--- src/gbdq_pkg.sv ---
package gbdq_pkg;

	// Register map of the configuration port
	localparam int unsigned REG_IDX_W = 3;

	typedef enum logic [REG_IDX_W-1:0] {
		REG_ORIGIN_X      = 3'd0,
		REG_ORIGIN_Y      = 3'd1,
		REG_LIMIT_X       = 3'd2,
		REG_LIMIT_Y       = 3'd3,
		REG_INV_CELL_SIZE = 3'd4,
		REG_GRID_WIDTH    = 3'd5,
		REG_GRID_HEIGHT   = 3'd6
	} reg_idx_t;

	// Item opcodes
	typedef enum logic {
		OP_LOAD  = 1'b0,
		OP_QUERY = 1'b1
	} op_t;

	localparam int unsigned DIM_W = 9;

	// 1.0 in Q0.16, one bit wider than a fraction
	localparam logic [16:0] FRAC_ONE = 17'h1_0000;

	// Reset values of the configuration registers
	localparam logic [31:0]      INV_CELL_RESET = 32'h0001_0000;
	localparam logic [DIM_W-1:0] DIM_RESET      = 9'd1;

	typedef struct packed {
		logic [31:0]      origin_x;
		logic [31:0]      origin_y;
		logic [31:0]      limit_x;
		logic [31:0]      limit_y;
		logic [31:0]      inv_cell_size;
		logic [DIM_W-1:0] grid_width;
		logic [DIM_W-1:0] grid_height;
	} cfg_t;

	// Item as it travels through the mapping stages
	typedef struct packed {
		op_t         op;
		logic        outside;
		logic [15:0] cell_index;
		logic [31:0] cell_value;
		logic [15:0] fx;
		logic [15:0] fy;
	} item_t;

	// One row beat from the fetch stage to the blend pipeline
	typedef struct packed {
		logic        last;
		logic        outside;
		logic [15:0] fx;
		logic [15:0] fy;
	} beat_t;

endpackage

--- src/gbdq_if.sv ---


// Result channel
interface gbdq_result_if;
	logic        valid;
	logic        ready;
	logic [31:0] distance;
	logic        outside;

	modport source (output valid, distance, outside, input ready);
	modport sink (input valid, distance, outside, output ready);
endinterface


--- src/gbdq_blend.sv ---
module gbdq_blend (
	input  logic            clk,
	input  logic            arst_n,
	input  logic            in_valid,
	output logic            in_ready,
	input  gbdq_pkg::beat_t in_beat,
	input  logic [31:0]     in_a,
	input  logic [31:0]     in_b,
	gbdq_result_if.source   result
);

	logic v_s1, v_s2, v_s3;
	logic rdy1, rdy2, rdy3;
	logic out_free, take3;
	logic res_valid_q;

	gbdq_pkg::beat_t beat_s1, beat_s2, beat_s3;

	// Row 0 beats fold into the accumulator; the last beat needs the output slot
	assign out_free = !res_valid_q || result.ready;
	assign take3    = !beat_s3.last || out_free;
	assign rdy3     = !v_s3 || take3;
	assign rdy2     = !v_s2 || rdy3;
	assign rdy1     = !v_s1 || rdy2;
	assign in_ready = rdy1;

	always_ff @(posedge clk or negedge arst_n) begin
		if (!arst_n) begin
			v_s1        <= 1'b0;
			v_s2        <= 1'b0;
			v_s3        <= 1'b0;
			res_valid_q <= 1'b0;
		end else begin
			if (rdy1) v_s1 <= in_valid;
			if (rdy2) v_s2 <= v_s1;
			if (rdy3) v_s3 <= v_s2;
			if (out_free) res_valid_q <= v_s3 && beat_s3.last;
		end
	end

	// Stage 1: horizontal weights, Q16.32 partial products
	logic [16:0] wx0_c, wy_c;
	logic [47:0] p0_c, p1_c, p0_s1, p1_s1;

	assign wx0_c = gbdq_pkg::FRAC_ONE - {1'b0, in_beat.fx};
	assign p0_c  = in_a * wx0_c;
	assign p1_c  = in_b * in_beat.fx;

	// Stage 2: row blend
	logic [47:0] r_s2;

	// Stage 3: vertical weight for this row (Q16.48)
	logic [63:0] m_c, m_s3;

	assign wy_c = beat_s2.last ? {1'b0, beat_s2.fy}
	                           : (gbdq_pkg::FRAC_ONE - {1'b0, beat_s2.fy});
	assign m_c  = r_s2 * wy_c;

	// Output: sum both rows and round to Q16.16
	logic [63:0] acc_q, total_c;
	logic [31:0] dist_q;
	logic        outside_q;

	assign total_c = acc_q + m_s3 + 64'h0000_0000_8000_0000;

	always_ff @(posedge clk) begin
		if (rdy1) begin
			beat_s1 <= in_beat;
			p0_s1   <= p0_c;
			p1_s1   <= p1_c;
		end
		if (rdy2) begin
			beat_s2 <= beat_s1;
			r_s2    <= p0_s1 + p1_s1;
		end
		if (rdy3) begin
			beat_s3 <= beat_s2;
			m_s3    <= m_c;
		end
		if (v_s3 && !beat_s3.last) acc_q <= m_s3;
		if (out_free && v_s3 && beat_s3.last) begin
			dist_q    <= beat_s3.outside ? 32'd0 : total_c[63:32];
			outside_q <= beat_s3.outside;
		end
	end

	assign result.valid    = res_valid_q;
	assign result.distance = dist_q;
	assign result.outside  = outside_q;

endmodule

--- src/flat_wrapper.sv ---
// flat-port wrapper written by rule: the top's interface ports become plain ports
module gbdq_blend_flat 
  (clk, arst_n, in_valid, in_ready, in_beat, in_a, in_b, result_valid, result_distance, result_outside, result_ready);
  gbdq_result_if result_i ();
  input  logic clk;
  input  logic arst_n;
  input  logic in_valid;
  output logic in_ready;
  input  gbdq_pkg::beat_t in_beat;
  input  logic [31:0] in_a;
  input  logic [31:0] in_b;
  output wire logic [$bits(result_i.valid)-1:0] result_valid;
  output wire logic [$bits(result_i.distance)-1:0] result_distance;
  output wire logic [$bits(result_i.outside)-1:0] result_outside;
  input wire logic [$bits(result_i.ready)-1:0] result_ready;
  assign result_valid = result_i.valid;
  assign result_distance = result_i.distance;
  assign result_outside = result_i.outside;
  assign result_i.ready = result_ready;
  gbdq_blend u_core (.clk(clk), .arst_n(arst_n), .in_valid(in_valid), .in_ready(in_ready), .in_beat(in_beat), .in_a(in_a), .in_b(in_b), .result(result_i));
endmodule
--- config.mk ---
export PLATFORM = sky130hd
export DESIGN_NAME = gbdq_blend_flat
export DESIGN_NICKNAME = d
export VERILOG_FILES = /design/src/gbdq_pkg.sv /design/src/gbdq_if.sv /design/src/gbdq_blend.sv /design/src/flat_wrapper.sv
export SDC_FILE = /design/constraint.sdc
export NUM_CORES = 2
export LEC_CHECK = 0
export BUFFER_PORTS_ARGS = -buffer_cell sky130_fd_sc_hd__buf_2
export CAP_MARGIN = 10
export CORE_AREA = 2 2 466 468
export CTS_CLUSTER_DIAMETER = 50
export DETAILED_ROUTE_END_ITERATION = 10
export DIE_AREA = 0 0 468 470
export PLACE_DENSITY = 0.59
export SLEW_MARGIN = 30
export SYNTH_ARGS = -nofsm -noshare
export SYNTH_HDL_FRONTEND = slang
export SYNTH_SLANG_ARGS = --single-unit
--- constraint.sdc ---
create_clock -name clk -period 10.6 [get_ports clk]
set_input_delay 1.59 -clock clk [delete_from_list [all_inputs] [get_ports clk]]
set_output_delay 1.59 -clock clk [all_outputs]
set_load 0.02 [all_outputs]
==> report_table.html <==
<table>
<tr><th>Metric</th><th>Value</th></tr>
<tr><th colspan="2">Timing</th></tr>
<tr><td>Final critical delay including setup and external delays</td><td>between 9 and 10 ns</td></tr>
<tr><td>Hold slack</td><td>0.418 ns</td></tr>
<tr><td>Part of the cycle the worst path needs</td><td>88.0%</td></tr>
<tr><td>Worst rel slew slack</td><td>between 30 and 40%</td></tr>
<tr><td>Accumulated negative setup slack</td><td>0 ns</td></tr>
<tr><td>Number of pins exceeding their max-slew limit in the final report</td><td>0</td></tr>
<tr><td>Maximum achievable frequency</td><td>~0.11 GHz</td></tr>
<tr><td>PnR worst setup slack</td><td>between 1 and 1.5 ns</td></tr>
<tr><td>Setup repair after global routing missed its margin</td><td>false</td></tr>
<tr><td>Number of failing hold endpoints at the final stage</td><td>0</td></tr>
<tr><td>Worst slew pin tran</td><td>a little over 1 ns</td></tr>
<tr><td>Final setup skew</td><td>about 0.033 ns</td></tr>
<tr><td>Final setup viols</td><td>0</td></tr>
<tr><th colspan="2">Die</th></tr>
<tr><td>Die Span Y</td><td>about 470 um</td></tr>
<tr><td>Die span in x</td><td>roughly 470 um</td></tr>
<tr><td>Count of boundary I/O pins</td><td>about 140</td></tr>
<tr><td>Total Die Area</td><td>approximately 0.22 mm^2</td></tr>
<tr><td>Effective utilization at floorplan</td><td>approximately a third</td></tr>
<tr><td>Count of standard-cell rows</td><td>between 150 and 200</td></tr>
<tr><td>Placeable core region</td><td>approximately 0.22 mm^2</td></tr>
<tr><th colspan="2">Clocking</th></tr>
<tr><td>Number of hold-repair buffers added at the cts stage</td><td>0</td></tr>
<tr><td>Clock tree root buffer cell</td><td>clkbuf_16</td></tr>
<tr><td>Number of gates resized after cts</td><td>0</td></tr>
<tr><td>Post-CTS setup repair buffer count</td><td>0</td></tr>
<tr><td>Insertion delay of the later-clocked pin in the worst-skew pair</td><td>between 0.6 and 0.7 ns</td></tr>
<tr><td>Number of levels in the clock H-tree</td><td>2</td></tr>
<tr><td>Clock tree from TritonCTS</td><td>done</td></tr>
<tr><td>Clock Sink Count</td><td>~350</td></tr>
<tr><td>Bufs on Longest Clock Path</td><td>3</td></tr>
<tr><td>Cts bufs inserted</td><td>between 40 and 50</td></tr>
<tr><td>Clock input transition at the sequential cells of the worst setup and hold paths</td><td>0.05 ns</td></tr>
<tr><th colspan="2">GRT</th></tr>
<tr><td>Global-route wire length before repair</td><td>~320000 um</td></tr>
<tr><td>Largest net degree at the start of global routing</td><td>slightly below 70</td></tr>
<tr><td>Tot GR Track Use</td><td>18.6%</td></tr>
<tr><td>Overflow left after global routing</td><td>0</td></tr>
<tr><td>Initial antenna violation count</td><td>8</td></tr>
<tr><td>Number of global-route vias before repair</td><td>58812</td></tr>
<tr><th colspan="2">Synthesis</th></tr>
<tr><td>Seq/Total Area, Yosys</td><td>between 10% and 20%</td></tr>
<tr><td>Post-synth ARST share</td><td>1.15%</td></tr>
<tr><td>Most instantiated library cell after synthesis</td><td>inv_1</td></tr>
<tr><td>Number of nets in the synthesized netlist</td><td>roughly 10000</td></tr>
<tr><td>Count of cell types in the netlist</td><td>77</td></tr>
<tr><td>Flip-flop and latch count after synthesis</td><td>~350</td></tr>
<tr><td>Cell type with the largest total area after synthesis</td><td>fa_1</td></tr>
<tr><td>Per-instance average area after synthesis</td><td>a little over 9 um^2</td></tr>
<tr><td>Synth top area cells</td><td>fa_1 (42%), edfxtp_1 (14%), inv_1 (9.4%), ha_1 (9.1%), nand2_1 (7.6%)</td></tr>
<tr><td>Cell count after synthesis</td><td>8131</td></tr>
<tr><td>Commonest cells in the synthesized netlist</td><td>inv_1 (1875), fa_1 (1555), nand2_1 (1510)</td></tr>
<tr><td>Ys Warns</td><td>0</td></tr>
<tr><td>Predominant post-synthesis flop cell</td><td>edfxtp_1</td></tr>
<tr><td>Number of flops mapped to enable cells by yosys</td><td>between 300 and 400</td></tr>
<tr><td>Top-area cell type share of the netlist area</td><td>between 40% and 50%</td></tr>
<tr><td>Cell area after synthesis</td><td>between 0.07 and 0.08 mm^2</td></tr>
<tr><th colspan="2">Critical path</th></tr>
<tr><td>Type of origin of the critical path</td><td>primary input</td></tr>
<tr><td>Most common cell type on the critical path</td><td>fa_1</td></tr>
<tr><td>CP Data Arrival Time</td><td>around 9.7 ns</td></tr>
<tr><td>Worst Setup Path Type</td><td>primary input to register</td></tr>
<tr><td>Number of buffers and inverters on the critical path</td><td>3</td></tr>
<tr><td>Endpoint required time on the critical path</td><td>10.95 ns</td></tr>
<tr><td>Setup crit end kind</td><td>register</td></tr>
<tr><td>Worst-path cell with the longest stage delay</td><td>or4_1</td></tr>
<tr><td>Kind of cell adding the most delay to the critical path</td><td>adder cells</td></tr>
<tr><td>Peak fanout along the critical path</td><td>16</td></tr>
<tr><td>Worst stage delay on the critical path</td><td>roughly 0.63 ns</td></tr>
<tr><th colspan="2">Placed design</th></tr>
<tr><td>IO Port Bufs</td><td>roughly 140</td></tr>
<tr><td>Detail Placement HPWL</td><td>between 150000 and 200000 um</td></tr>
<tr><td>Worst setup slack before clock tree synthesis</td><td>about 0.68 ns</td></tr>
<tr><td>Global placement routability congestion</td><td>0.886</td></tr>
<tr><th colspan="2">Drt</th></tr>
<tr><td>Detailed Routing Iterations Pass 1</td><td>6</td></tr>
<tr><td>Count of unresolved DRC violations after routing</td><td>0</td></tr>
<tr><td>Starting DRT DRC Count</td><td>~3500</td></tr>
<tr><td>Drt via density</td><td>between 4 and 5</td></tr>
<tr><td>Routed WL per cell</td><td>roughly 18 um</td></tr>
<tr><td>Total wirelength of the detailed-routed design</td><td>~200000 um</td></tr>
<tr><td>Count of antenna-violating nets left after detailed routing</td><td>0</td></tr>
<tr><td>Via count</td><td>53989</td></tr>
<tr><th colspan="2">Cells and area</th></tr>
<tr><td>Storage cell area</td><td>between 0.01 and 0.015 mm^2</td></tr>
<tr><td>Share of layout cells above drive strength 1</td><td>under 10%</td></tr>
<tr><td>Number of inserted diodes</td><td>0</td></tr>
<tr><td>Layout Area Growth over Synthesis</td><td>7.61%</td></tr>
<tr><td>Nets</td><td>10216</td></tr>
<tr><td>Area occupied by multi-input gates</td><td>0.0565 mm^2</td></tr>
<tr><td>Number of inserted filler cells in the final layout</td><td>approximately 22000</td></tr>
<tr><th colspan="2">Run status</th></tr>
<tr><td>Outcome</td><td>finished clean</td></tr>
<tr><th colspan="2">Flow run</th></tr>
<tr><td>Max_cap viols</td><td>0</td></tr>
<tr><th colspan="2">Hold path</th></tr>
<tr><td>Min-delay worst type</td><td>register to register</td></tr>
</table>
## cells by family (layout without fill, tap and decap cells)
kind of cell / count (synthesis) / count (layout) / share of synthesized area (%)
buf+inv: 2266 / 2181 / 11.4
fa+ha+maj: 2101 / 2101 / 50.7
compound gates: 729 / 729 / 6.39
flops: 347 / 347 / 13.9
xor+xnor: 244 / 244 / 2.85
simple gates: 2435 / 2435 / 14.7
mux: 9 / 9 / 0.132
## metrics by stage
step	std cells	util [%]	area (um^2)
3_3_place_gp	10811	36.5	78800
6_report	10900	37.4	80600
2_1_floorplan	8131	-	74900
4_1_cts	10899	37.3	80500
5_1_grt	10900	37.4	80600
3_5_place_dp	10820	36.6	79000
## state kept, by name, indices dropped and copies added (netlist names)
register                count
u_core.beat_s2             18
u_core.p0_s1               48
u_core.v_s3                 1
u_core.m_s3                64
u_core.result.valid         1
u_core.acc_q               64
u_core.p1_s1               48
u_core.v_s1                 1
u_core.result.outside       1
u_core.beat_s3              2
u_core.v_s2                 1
u_core.result.distance     32
u_core.r_s2                48
u_core.beat_s1             18
## worst paths after layout
kind / cells after the start / startpoint / end / slack (ns)
max in group asynchronous: 1 / arst_n / u_core.v_s2 / 9.68
min: 0 / u_core.beat_s1[33] / u_core.beat_s2[33] / 0.42
min reg2reg: 0 / u_core.beat_s1[33] / u_core.beat_s2[33] / 0.42
max reg2reg: 27 / u_core.beat_s2[2] / u_core.m_s3[57] / 1.32
max: 25 / in_beat[25] / u_core.p0_s1[46] / 1.27
min in group asynchronous: 1 / arst_n / u_core.result.valid / 0.79
## per-layer routing
metal,vias to the layer above,GRT usage (%),routed length (um)
li1,24119,-,-
met1,27473,24.7,84100
met2,2019,30.6,93300
met3,368,3.48,16100
met4,10,5.51,6400
met5,-,0,59
## cell type report
type,count,area share (%)
clock buffer,49,1.42
sequential,347,12.9
multi-input combinational,5518,70.1
tap,2854,4.43
inverter,1875,8.73
timing repair buffer,227,1.91
clock inverter,30,0.536
## placed cells by master (no fill, tap or decap), types with 45 or more instances in the layout
| master | n |
|---|---|
| a21o_1 | 144 |
| nand2_1 | 1509 |
| nand3_1 | 48 |
| xor2_1 | 69 |
| buf_2 | 136 |
| buf_4 | 79 |
| ha_1 | 545 |
| a21oi_1 | 228 |
| clkbuf_16 | 45 |
| o21ai_0 | 106 |
| and2_1 | 486 |
| xnor2_1 | 147 |
| inv_1 | 1874 |
| edfxtp_1 | 343 |
| fa_1 | 1555 |
| nor2_1 | 161 |
Power is left out: the tool's default activity adds up to more than one toggle a clock period on the data nets, which glitch-free logic cannot reach.
